--- src/sv/swrf_pkg.sv ---
// Shared types, constants and the exponential weight table for the
// sliding-window weighted rank filter. Depends on nothing.
package swrf_pkg;

    localparam int WINDOW_DEPTH = 64;
    localparam int CNT_W        = $clog2(WINDOW_DEPTH + 1);
    localparam int PTR_W        = $clog2(WINDOW_DEPTH);
    localparam int SAMPLE_W     = 24;
    localparam int REG_W        = 16;
    localparam int ROM_SIZE     = 1024;
    localparam int ROM_AW       = 10;
    localparam int WEIGHT_W     = 16;
    localparam int WSUM_W       = PTR_W + WEIGHT_W;
    localparam int ACC_W        = SAMPLE_W + WEIGHT_W + PTR_W + 2;
    localparam int POS_W        = 17;

    localparam logic [1:0] REG_CENTER = 2'd0;
    localparam logic [1:0] REG_SHARP  = 2'd1;

    localparam logic [1:0] CELL_HOLD   = 2'd0;
    localparam logic [1:0] CELL_REMOVE = 2'd1;
    localparam logic [1:0] CELL_INSERT = 2'd2;
    localparam logic [1:0] CELL_LOAD   = 2'd3;

    // exp(-1/64) in Q62 from its alternating series; term n is term n-1 over 64n.
    localparam logic [63:0] Q62_ONE = 64'd1 << 62;
    localparam logic [63:0] EXP_T1  = Q62_ONE / 64'd64;
    localparam logic [63:0] EXP_T2  = EXP_T1 / 64'd128;
    localparam logic [63:0] EXP_T3  = EXP_T2 / 64'd192;
    localparam logic [63:0] EXP_T4  = EXP_T3 / 64'd256;
    localparam logic [63:0] EXP_T5  = EXP_T4 / 64'd320;
    localparam logic [63:0] EXP_T6  = EXP_T5 / 64'd384;
    localparam logic [63:0] EXP_T7  = EXP_T6 / 64'd448;
    localparam logic [63:0] EXP_T8  = EXP_T7 / 64'd512;
    localparam logic [63:0] EXP_T9  = EXP_T8 / 64'd576;
    localparam logic [63:0] EXP_T10 = EXP_T9 / 64'd640;
    localparam logic [63:0] EXP_T11 = EXP_T10 / 64'd704;
    localparam logic [63:0] EXP_T12 = EXP_T11 / 64'd768;
    localparam logic [63:0] EXP_T13 = EXP_T12 / 64'd832;
    localparam logic [63:0] EXP_T14 = EXP_T13 / 64'd896;
    localparam logic [63:0] EXP_RATIO = Q62_ONE - EXP_T1 + EXP_T2 - EXP_T3 + EXP_T4
                                        - EXP_T5 + EXP_T6 - EXP_T7 + EXP_T8 - EXP_T9
                                        + EXP_T10 - EXP_T11 + EXP_T12 - EXP_T13
                                        + EXP_T14;

    typedef logic [WEIGHT_W-1:0] rom_t [ROM_SIZE];

    typedef struct packed {
        logic [1:0]                 op;
        logic signed [SAMPLE_W-1:0] value;
    } cell_ctrl_t;

    typedef struct packed {
        logic                       valid;
        logic                       lt;
        logic signed [SAMPLE_W-1:0] value;
        logic signed [SAMPLE_W-1:0] copy;
    } cell_link_t;

    typedef struct packed {
        logic                start;
        logic [ACC_W-1:0]    dividend;
        logic [WSUM_W-1:0]   divisor;
    } div_req_t;

    // round(65535 * exp(-k/64)), stepping by the Q62 ratio exp(-1/64).
    function automatic rom_t build_exp_rom();
        rom_t         rom;
        logic [63:0]  v;
        logic [63:0]  v46;
        logic [127:0] prod;
        v = Q62_ONE;
        for (int k = 0; k < ROM_SIZE; k++) begin
            v46    = v >> 16;
            rom[k] = WEIGHT_W'((v46 * 64'd65535 + (64'd1 << 45)) >> 46);
            prod   = {64'd0, v} * {64'd0, EXP_RATIO};
            v      = prod[125:62];
        end
        return rom;
    endfunction

    localparam rom_t EXP_ROM = build_exp_rom();

endpackage

--- src/sv/swrf_cell.sv ---
// One cell of the sorted chain: holds one ranked sample and a readout copy.
// Depends on swrf_pkg.
module swrf_cell (
    input  logic                   aclk,
    input  logic                   aresetn,
    input  swrf_pkg::cell_ctrl_t   ctrl,
    input  swrf_pkg::cell_link_t   prev_link,
    input  swrf_pkg::cell_link_t   next_link,
    output swrf_pkg::cell_link_t   link
);
    import swrf_pkg::*;

    logic                       valid_reg;
    logic signed [SAMPLE_W-1:0] value_reg;
    logic signed [SAMPLE_W-1:0] copy_reg;
    logic                       lt;

    // An empty cell behaves as if it held plus infinity.
    assign lt   = !valid_reg || (ctrl.value < value_reg);
    assign link = '{valid: valid_reg, lt: lt, value: value_reg, copy: copy_reg};

    always_ff @(posedge aclk) begin
        if (!aresetn) begin
            valid_reg <= 1'b0;
        end else begin
            case (ctrl.op)
                CELL_REMOVE: begin
                    if (valid_reg && !(value_reg < ctrl.value)) begin
                        valid_reg <= next_link.valid;
                    end
                end
                CELL_INSERT: begin
                    if (lt) begin
                        valid_reg <= prev_link.lt ? prev_link.valid : 1'b1;
                    end
                end
                default: ;
            endcase
        end
    end

    always_ff @(posedge aclk) begin
        case (ctrl.op)
            CELL_REMOVE: begin
                if (valid_reg && !(value_reg < ctrl.value)) value_reg <= next_link.value;
            end
            CELL_INSERT: begin
                if (lt) value_reg <= prev_link.lt ? prev_link.value : ctrl.value;
            end
            default: ;
        endcase
        if (ctrl.op == CELL_LOAD) copy_reg <= value_reg;
        else copy_reg <= next_link.copy;
    end

endmodule

--- config.mk ---
export PLATFORM = sky130hd
export DESIGN_NAME = swrf_cell
export DESIGN_NICKNAME = d
export VERILOG_FILES = /design/src/sv/swrf_pkg.sv /design/src/sv/swrf_cell.sv
export SDC_FILE = /design/constraint.sdc
export NUM_CORES = 1
export LEC_CHECK = 0
export BUFFER_PORTS_ARGS = -buffer_cell sky130_fd_sc_hd__buf_2
export CAP_MARGIN = 10
export CELL_PAD_IN_SITES_DETAIL_PLACEMENT = 0
export CELL_PAD_IN_SITES_GLOBAL_PLACEMENT = 1
export CORE_MARGIN = 2
export CORE_UTILIZATION = 31
export CTS_BUF_LIST = sky130_fd_sc_hd__clkbuf_8
export DETAILED_ROUTE_END_ITERATION = 12
export PLACE_DENSITY = 0.82
export SLEW_MARGIN = 5
export SYNTH_ARGS = -nofsm -noshare
export SYNTH_HDL_FRONTEND = slang
export SYNTH_SLANG_ARGS = --single-unit
--- constraint.sdc ---
create_clock -name aclk -period 5.4 [get_ports aclk]
set_input_delay 1.08 -clock aclk [delete_from_list [all_inputs] [get_ports aclk]]
set_output_delay 1.08 -clock aclk [all_outputs]
set_load 0.005 [all_outputs]
==> impl_metrics.env <==
export IMPL_port_buffers=152
export IMPL_grt_max_degree=49
export IMPL_ctsHtreeMaxLevel=2
export IMPL_arrival_ns=3.11
export IMPL_hold_depth=1
export IMPL_grt_pass1_vias=2358
export IMPL_startpoint_type="input pin"
export IMPL_synth_edf_count=24
export IMPL_path_clk_slew_ns=0.09
export IMPL_fin_skew_ns=0.009415
export IMPL_r2r_slack_ns=2.21
export IMPL_post_synth_num_cell_types=31
export IMPL_min_from="value_reg[3]"
export IMPL_cts_max_path_buffers=2
export IMPL_synth_top_area_share=0.2652
export IMPL_min_period_over_period=0.7754
export IMPL_powerDensity_nw_per_um2=241.9
export IMPL_grt_antenna_before_repair=0
export IMPL_ys_seq_area_frac=0.4494
export IMPL_min_to="copy_reg[3]"
export IMPL_drive_above_1_share=0.4659
export IMPL_synth_area_um2=2718
export IMPL_drcViolationCount=0
export IMPL_routed_via_density=4.660
export IMPL_leakage_uw=0.001874
export IMPL_clock_root_buffer="clkbuf_8"
export IMPL_crit_type="input pin to output pin"
export IMPL_avgRoutedWirePerCell_um=13.54
export IMPL_initial_core_util=0.3162
export IMPL_total_power_uw=894.2
export IMPL_yosys_warnings=0
export IMPL_place_hpwl_mm=5.405
export IMPL_finalCriticalPeriod_ns=4.187
export IMPL_diodes=0
export IMPL_pre_cts_slack_ns=1.209
export IMPL_hold_viol=0
export IMPL_core_um2=8593
export IMPL_first_pass_iters=4
export IMPL_cts_hold_buf=0
export IMPL_tightest_slew_ns=0.8684
export IMPL_ctsResizeCount=0
export IMPL_die_x_um=97.63
export IMPL_cts_sinks=49
export IMPL_hold_class="register to register"
export IMPL_gp_congestion=0.7691
export IMPL_async_reset_ff_frac=0
export IMPL_max_cap_viol_count=0
export IMPL_clk_latency_ns=0.30
export IMPL_crit_required_ns=4.32
export IMPL_setup_viol=0
export IMPL_maxSlewHeadroom=0.4210
export IMPL_io_pins=178
export IMPL_rows=34
export IMPL_die_area_um2=9532
export IMPL_post_cts_buffers=0
export IMPL_tns_ns=0
export IMPL_nets=562
export IMPL_yosysTopAreaCell="edfxtp_1"
export IMPL_first_iter_violations=68
export IMPL_setup_ws_ns=1.213
export IMPL_status="complete, no violations"
export IMPL_critPathMaxFanout=3
export IMPL_syn_inst=261
export IMPL_ys_flop_type="dfxtp_1"
export IMPL_max_freq_ghz=0.2388
export IMPL_rr_endpoint="value_reg[0]"
export IMPL_grt_pass1_wl_mm=11.23
export IMPL_irDropWorstVdd_uv=114.1
export IMPL_grt_usage=0.1449
export IMPL_postSynthAreaPerCell_um2=10.41
export IMPL_reg2reg_depth=9
export IMPL_synth_area_top_cells="edfxtp_1 (27%), dfxtp_1 (18%), ha_1 (11%)"
export IMPL_ant_nets=0
export IMPL_hold_slack_ns=0.5491
export IMPL_cts_tree="done"
export IMPL_numCtsBuffers=5
export IMPL_vias=2414
export IMPL_overflow=0
export IMPL_syn2layout_area_growth_pct=36.00
export IMPL_synthTopCellsByCount="nand2_1 (35), o21ai_0 (29), dfxtp_1 (25), mux2i_1 (25)"
export IMPL_routed_wl_mm=7.014
export IMPL_die_y_um=97.63
export IMPL_rsz0062_at_grt="no"
export IMPL_endpoint_kind="output pin"
export IMPL_slew_viol_final=0
export IMPL_synth_seq_cells=49
export IMPL_syn_num_nets=413
export IMPL_r2r_start="value_reg[1]"
export IMPL_synth_most_common_cell="nand2_1"
## metal layers
metal  global-route usage  share of wire
met5                    0              0
met1               0.1802           0.43
met3              0.03525          0.072
met4              0.02671              0
met2               0.2568           0.50
## worst max-delay path: stages
cell	delay [ns]
buf_2	0.09
inv_1	0.04
ha_1	0.30
nor2b_4	0.13
o211ai_2	0.13
a21oi_1	0.08
or4_4	0.51
a31oi_2	0.19
mux2i_1	0.33
a21oi_1	0.07
buf_2	0.15
## where the power goes
| part | internal (uW) | leakage [uW] | switching (uW) |
|---|---|---|---|
| Clock | 135 | 0.0000540 | 127 |
| Combinational | 101 | 0.00138 | 91.8 |
| Sequential | 424 | 0.000437 | 14.7 |
## cell usage in the layout, fill, tap and decap left out, drive strengths merged
cell,synthesis,final
a21oi,9,9
dfxtp,25,25
mux2i,25,25
nor2b,3,3
o211ai,2,2
a21o,2,2
buf,4,154
edfxtp,24,24
nand2,35,35
o22ai,1,1
nand2b,3,3
a31oi,2,2
nor4,1,1
nand3,1,1
inv,24,24
bufinv,0,1
o21ai,29,29
o21a,1,1
nand4,5,5
nand3b,1,1
clkbuf,8,5
nor3,1,1
or4,1,1
mux2,23,23
xnor2,1,1
ha,24,24
nor2,4,4
a211oi,2,2
clkinv,0,1
## kinds of logic after synthesis
kind of cell / after synthesis / share of synthesized area
AOI/OAI and AO/OA: 48 / 0.1004
adders and majority gates: 24 / 0.1105
buffers and inverters: 36 / 0.05249
and+or+nand+nor: 55 / 0.09668
xor gates and xnor gates: 1 / 0.003223
muxes: 48 / 0.1874
DFF: 49 / 0.4494
## metrics by stage
step | utilization | instance area (um2) | instances
after CTS | 0.4284 | 3681 | 517
final | 0.4301 | 3696 | 518
after global placement | 0.4163 | 3577 | 510
after floorplan | - | 2718 | 261
after global routing | 0.4301 | 3696 | 518
after detailed placement | 0.4163 | 3577 | 510
## area by class of cell
| type | instances | area, um2 |
|---|---|---|
| Fill cell | 870 | 4897 |
| Multi-Input combinational cell | 176 | 1363 |
| Sequential cell | 49 | 1221 |
| Timing Repair Buffer | 154 | 783.3 |
| Tap cell | 108 | 135.1 |
| Inverter | 24 | 90.09 |
| Clock buffer | 5 | 68.82 |
| Clock inverter | 2 | 35.03 |
## worst max path at each step
stage            start           end
2_1_floorplan  ctrl[1]  value_reg[0]
3_3_place_gp   ctrl[1]      link[48]
3_5_place_dp   ctrl[1]      link[48]
4_1_cts        ctrl[1]      link[48]
5_1_grt        ctrl[1]      link[48]
6_report       ctrl[1]      link[48]
Note: power is estimated with default switching activity, not from simulation.
