### src/sv/swrf_pkg.sv
// Shared types, constants and the exponential weight table for the
// sliding-window weighted rank filter. Depends on nothing.
package swrf_pkg;

    localparam int WINDOW_DEPTH = 64;
    localparam int CNT_W        = $clog2(WINDOW_DEPTH + 1);
    localparam int PTR_W        = $clog2(WINDOW_DEPTH);
    localparam int SAMPLE_W     = 24;
    localparam int REG_W        = 16;
    localparam int ROM_SIZE     = 1024;
    localparam int ROM_AW       = 10;
    localparam int WEIGHT_W     = 16;
    localparam int WSUM_W       = PTR_W + WEIGHT_W;
    localparam int ACC_W        = SAMPLE_W + WEIGHT_W + PTR_W + 2;
    localparam int POS_W        = 17;

    localparam logic [1:0] REG_CENTER = 2'd0;
    localparam logic [1:0] REG_SHARP  = 2'd1;

    localparam logic [1:0] CELL_HOLD   = 2'd0;
    localparam logic [1:0] CELL_REMOVE = 2'd1;
    localparam logic [1:0] CELL_INSERT = 2'd2;
    localparam logic [1:0] CELL_LOAD   = 2'd3;

    // exp(-1/64) in Q62 from its alternating series; term n is term n-1 over 64n.
    localparam logic [63:0] Q62_ONE = 64'd1 << 62;
    localparam logic [63:0] EXP_T1  = Q62_ONE / 64'd64;
    localparam logic [63:0] EXP_T2  = EXP_T1 / 64'd128;
    localparam logic [63:0] EXP_T3  = EXP_T2 / 64'd192;
    localparam logic [63:0] EXP_T4  = EXP_T3 / 64'd256;
    localparam logic [63:0] EXP_T5  = EXP_T4 / 64'd320;
    localparam logic [63:0] EXP_T6  = EXP_T5 / 64'd384;
    localparam logic [63:0] EXP_T7  = EXP_T6 / 64'd448;
    localparam logic [63:0] EXP_T8  = EXP_T7 / 64'd512;
    localparam logic [63:0] EXP_T9  = EXP_T8 / 64'd576;
    localparam logic [63:0] EXP_T10 = EXP_T9 / 64'd640;
    localparam logic [63:0] EXP_T11 = EXP_T10 / 64'd704;
    localparam logic [63:0] EXP_T12 = EXP_T11 / 64'd768;
    localparam logic [63:0] EXP_T13 = EXP_T12 / 64'd832;
    localparam logic [63:0] EXP_T14 = EXP_T13 / 64'd896;
    localparam logic [63:0] EXP_RATIO = Q62_ONE - EXP_T1 + EXP_T2 - EXP_T3 + EXP_T4
                                        - EXP_T5 + EXP_T6 - EXP_T7 + EXP_T8 - EXP_T9
                                        + EXP_T10 - EXP_T11 + EXP_T12 - EXP_T13
                                        + EXP_T14;

    typedef logic [WEIGHT_W-1:0] rom_t [ROM_SIZE];

    typedef struct packed {
        logic [1:0]                 op;
        logic signed [SAMPLE_W-1:0] value;
    } cell_ctrl_t;

    typedef struct packed {
        logic                       valid;
        logic                       lt;
        logic signed [SAMPLE_W-1:0] value;
        logic signed [SAMPLE_W-1:0] copy;
    } cell_link_t;

    typedef struct packed {
        logic                start;
        logic [ACC_W-1:0]    dividend;
        logic [WSUM_W-1:0]   divisor;
    } div_req_t;

    // round(65535 * exp(-k/64)), stepping by the Q62 ratio exp(-1/64).
    function automatic rom_t build_exp_rom();
        rom_t         rom;
        logic [63:0]  v;
        logic [63:0]  v46;
        logic [127:0] prod;
        v = Q62_ONE;
        for (int k = 0; k < ROM_SIZE; k++) begin
            v46    = v >> 16;
            rom[k] = WEIGHT_W'((v46 * 64'd65535 + (64'd1 << 45)) >> 46);
            prod   = {64'd0, v} * {64'd0, EXP_RATIO};
            v      = prod[125:62];
        end
        return rom;
    endfunction

    localparam rom_t EXP_ROM = build_exp_rom();

endpackage

### src/sv/swrf_divider.sv
// Restoring unsigned divider, one quotient bit per cycle.
// Depends on swrf_pkg.
module swrf_divider (
    input  logic                       aclk,
    input  logic                       aresetn,
    input  swrf_pkg::div_req_t         req,
    output logic                       done,
    output logic [swrf_pkg::ACC_W-1:0] quotient,
    output logic [swrf_pkg::WSUM_W-1:0] remainder
);
    import swrf_pkg::*;

    localparam int STEP_W = $clog2(ACC_W + 1);

    logic                busy_reg;
    logic                done_reg;
    logic [STEP_W-1:0]   step_reg;
    logic [ACC_W-1:0]    quo_reg;
    logic [WSUM_W-1:0]   rem_reg;
    logic [WSUM_W-1:0]   div_reg;
    logic [WSUM_W:0]     shifted;
    logic [WSUM_W:0]     trial;

    assign shifted   = {rem_reg, quo_reg[ACC_W-1]};
    assign trial     = shifted - {1'b0, div_reg};
    assign done      = done_reg;
    assign quotient  = quo_reg;
    assign remainder = rem_reg;

    always_ff @(posedge aclk) begin
        if (!aresetn) begin
            busy_reg <= 1'b0;
            done_reg <= 1'b0;
            step_reg <= '0;
        end else begin
            done_reg <= 1'b0;
            if (req.start) begin
                busy_reg <= 1'b1;
                step_reg <= '0;
            end else if (busy_reg) begin
                step_reg <= step_reg + 1'b1;
                if (step_reg == STEP_W'(ACC_W - 1)) begin
                    busy_reg <= 1'b0;
                    done_reg <= 1'b1;
                end
            end
        end
    end

    always_ff @(posedge aclk) begin
        if (req.start) begin
            quo_reg <= req.dividend;
            rem_reg <= '0;
            div_reg <= req.divisor;
        end else if (busy_reg) begin
            if (!trial[WSUM_W]) begin
                rem_reg <= trial[WSUM_W-1:0];
                quo_reg <= {quo_reg[ACC_W-2:0], 1'b1};
            end else begin
                rem_reg <= shifted[WSUM_W-1:0];
                quo_reg <= {quo_reg[ACC_W-2:0], 1'b0};
            end
        end
    end

endmodule

### config.mk
export PLATFORM = sky130hd
export DESIGN_NAME = swrf_divider
export DESIGN_NICKNAME = d
export VERILOG_FILES = /design/src/sv/swrf_pkg.sv /design/src/sv/swrf_divider.sv
export SDC_FILE = /design/constraint.sdc
export NUM_CORES = 1
export LEC_CHECK = 0
export BUFFER_PORTS_ARGS = -buffer_cell sky130_fd_sc_hd__buf_2
export CAP_MARGIN = 30
export CORE_ASPECT_RATIO = 0.6
export CORE_MARGIN = 5
export CORE_UTILIZATION = 38
export CTS_CLUSTER_SIZE = 24
export DETAILED_ROUTE_END_ITERATION = 8
export PLACE_DENSITY = 0.59
export SKIP_CTS_REPAIR_TIMING = 1
export SKIP_LAST_GASP = 1
export SLEW_MARGIN = 0
export SYNTH_ARGS = -nofsm -noshare
export SYNTH_HDL_FRONTEND = slang
export SYNTH_SLANG_ARGS = --single-unit
export TNS_END_PERCENT = 5
### constraint.sdc
create_clock -name aclk -period 3.4 [get_ports aclk]
set_input_delay 0.68 -clock aclk [delete_from_list [all_inputs] [get_ports aclk]]
set_output_delay 0.68 -clock aclk [all_outputs]
set_load 0.03 [all_outputs]
==> results by group <==
Outcome
  • Run status: complete, no violations

Routing
  • Number of detailed-routing iterations run before antenna repair: 4
  • Average wire per standard cell: 17.25 um
  • Detailed Route WL: 13730 um
  • Iteration-0 DRC count of the detailed router: 197
  • Remaining routing DRC violations: 0
  • Final antenna-violating net count: 0
  • Total number of vias: 4107
  • Routed vias/inst: 5.160

Final layout
  • Ratio of cells with drive above 1 in the final layout: 0.3692
  • Layout area overhead: 21.79%
  • Max reg flops: 48
  • Number of nets in the layout: 696
  • Final core utilization: 0.4734
  • Fill cell total of the finished layout: 1283
  • Number of antenna diodes: 0

STA
  • Final-report hold violation count: 0
  • Final Max Tran Viols: 0
  • Slew at the pin closest to its max-slew limit: 937.2 ps
  • Worst max-slew margin expressed relative to the limit: 0.3752
  • Number of failing setup endpoints in the final timing report: 0
  • Maximum achievable frequency: 322.7 MHz
  • Unrepaired setup endpoints after global routing: no
  • Fin Setup TNS: 0 ps
  • Portion of the clock cycle consumed by the worst path in the final layout: 0.9114
  • Min Hold Slack: 499.0 ps
  • Max Clock Skew: 11.18 ps
  • Post-layout min period: 3099 ps

Place
  • Placer's final routability congestion estimate: 0.8280
  • Number of buffers inserted by port buffering: 143
  • Post-DP HPWL: 10070 um

Yosys
  • Sequential-to-total area share from yosys stat: 0.5087
  • Synthesis-stage register bit count: 100
  • Post-synthesis async set-or-reset flop share: 0
  • Post-synthesis instance area: 0.005313 mm^2
  • Post-synthesis cell type count: 60
  • Avg Cell Area, Syn: 11.45 um^2
  • Number of standard cells after synthesis: 464
  • Leading register cell type out of synthesis: sky130_fd_sc_hd__edfxtp_1
  • Number of flops mapped to enable cells by yosys: 70
  • Post-synth net total: 561
  • Yosys Warn Count: 0

Clock network
  • Clock root buffer: sky130_fd_sc_hd__clkbuf_16
  • Clock Pin Slew Worst Setup and Hold Paths: 70 ps
  • Clock Tree Buf Depth: 2
  • Maximum level of the CTS H-tree: 3
  • Number of buffers inserted during clock tree synthesis: 9
  • Number of clock sinks seen by CTS: 100
  • Source-to-sink clock delay at the later pin of the worst-skew pair: 350 ps
  • CTS tree: done

Die
  • Die area: 0.01652 mm^2
  • Overall die height: 101.6 um
  • Row cnt: 33
  • Die Span X: 162.6 um
  • I/O pin count: 144
  • Area of the core: 0.01367 mm^2
  • Initial standard-cell utilization of the core: 0.3887

Critical path
  • Beginning of the worst register-to-register path: quotient[47]
  • Kind of end point of the critical path: register
  • Critical path peak fanout: 17
  • Endpoint of the worst register-to-register path: remainder[13]
  • Critical path class: register to register
  • Reg-to-reg slack, setup: 300 ps
  • Critical Path Start Type: register
  • Data required time at the worst endpoint: 3650 ps
  • Worst reg-to-reg path cell count: 11
  • Worst path arrival time: 3350 ps
  • Launch point of the critical path: quotient[47]
  • Endpoint of the worst setup timing path: remainder[13]

Power and ir drop
  • Power Density: 513.0 mW/mm^2
  • Static leakage power: 0.002740 uW
  • Maximum vdd drop: 194.7 uV

Flow run
  • Max-capacitance violation count: 0

Worst hold path
  • Path category of the worst min-delay check: register to register

GRT
  • GRT Total Usage: 0.1690
  • Maximum number of pins on one net before global-route repair: 91
  • Total congestion overflow after global routing: 0
  • Antenna violations before repair: 0
  • Global-route wire length before repair: 22060 um
  • Vias in the first global route: 4144
-- worst max-delay path, cell delays in order, from the launching register on --
cell and delay, ps:
sky130_fd_sc_hd__edfxtp_1 410, sky130_fd_sc_hd__inv_1 70, sky130_fd_sc_hd__ha_1 170, sky130_fd_sc_hd__inv_1 60
sky130_fd_sc_hd__fa_1 420, sky130_fd_sc_hd__a211oi_2 230, sky130_fd_sc_hd__o21ai_1 130, sky130_fd_sc_hd__nand2_1 120
sky130_fd_sc_hd__o311a_4 190, sky130_fd_sc_hd__a22o_1 760, sky130_fd_sc_hd__nand3_1 140, sky130_fd_sc_hd__a311oi_1 300
-- area by class of cell --
cell class / instances / area (um^2) / area share
clock inverters: 7 / 50.05 / 0.007735
inverters: 27 / 101.3 / 0.01566
clock buffers: 9 / 225.2 / 0.03481
flip-flops and latches: 100 / 2703 / 0.4177
well taps: 192 / 240.2 / 0.03713
multi-input cells: 314 / 2390 / 0.3694
repair buffers: 147 / 760.7 / 0.1176
-- cell usage in the layout, fill, tap and decap left out, drive strengths merged, types with 2 or more instances in the layout --
master    Yosys  final
buf           8    147
edfxtp       70     70
mux2         48     48
nor2         33     33
dfxtp        30     30
nand2        29     29
inv          27     29
a21oi        27     27
ha           23     23
o21ai        19     19
a211oi       15     15
xor2         11     11
nor3         10     10
mux2i        10     10
clkbuf       15      9
nand4         8      8
nand3         8      8
xnor2         6      6
a311oi        6      6
and3          5      5
o31ai         5      5
a21o          5      5
nor2b         4      4
a31oi         4      4
nand2b        3      3
a32oi         3      3
o21a          3      3
or3           3      3
clkinv        0      3
o211a         2      2
o31a          2      2
nor4          2      2
clkinvlp      0      2
or2           2      2
o211ai        2      2
o311ai        2      2
-- cell usage after synthesis (all sizes together) (6+ instances only) --
cell type,instances,area [um^2]
xnor2,6,52.55
nand3,8,40.04
a211oi,15,117.6
a21oi,27,157.7
nor3,10,50.05
clkbuf,15,56.30
o21ai,19,95.09
mux2i,10,100.1
dfxtp,30,600.6
nor2,33,123.9
xor2,11,96.34
nand2,29,108.9
a311oi,6,58.80
inv,27,101.4
ha,23,287.8
mux2,48,540.5
edfxtp,70,2102
buf,8,65.06
nand4,8,50.05
-- routing by layer --
metal | wire length [um] | vias up | share of wire | GRT usage
met5 | 0 | - | 0 | 0
met4 | 61 | 0 | 0.0044 | 0.03737
met3 | 840 | 5 | 0.061 | 0.04189
met2 | 5731 | 109 | 0.42 | 0.2469
met1 | 7097 | 1977 | 0.52 | 0.2539
li1 | - | 2016 | - | -
-- cell families (layout without fill, tap and decap cells) --
logic type / count (synthesis) / count (layout) / synth area share
simple gates: 110 / 110 / 0.09704
compound gates: 105 / 105 / 0.1458
flops: 100 / 100 / 0.5087
mux: 58 / 58 / 0.1206
buf+inv: 50 / 190 / 0.04192
fa+ha+maj: 24 / 24 / 0.05794
xor+xnor: 17 / 17 / 0.02803
-- through the flow --
stage / instance area (um^2) / std cells / power (uW) / setup slack, ps
global placement: 6195 / 780 / 2353 / 401.7
global route: 6470 / 796 / 3490 / 67.30
floorplan: 5313 / 464 / 2127 / 562.3
CTS: 6470 / 796 / 3355 / 265.1
finish: 6470 / 796 / 3319 / 301.3
detailed placement: 6195 / 780 / 2368 / 302.2
-- power by group --
| group | total [uW] | internal (uW) | switching [uW] |
|---|---|---|---|
| registers | 1500 | 1430 | 65.7 |
| logic | 847 | 310 | 536 |
| clock network | 977 | 500 | 478 |
| total | 3320 | 2240 | 1080 |
-- how the worst min path moves through the flow --
stage                     cells after the start         from     endpoint  slack [ps]
after floorplan                               2  step_reg[5]  step_reg[5]         460
after global placement                        2  step_reg[5]  step_reg[5]         470
after detailed placement                      2  step_reg[5]  step_reg[5]         490
after CTS                                     1       req[8]   div_reg[8]         490
after global routing                          1      req[13]  div_reg[13]         490
final                                         2  step_reg[5]  step_reg[5]         500
Power figures use the tool's default switching activity.
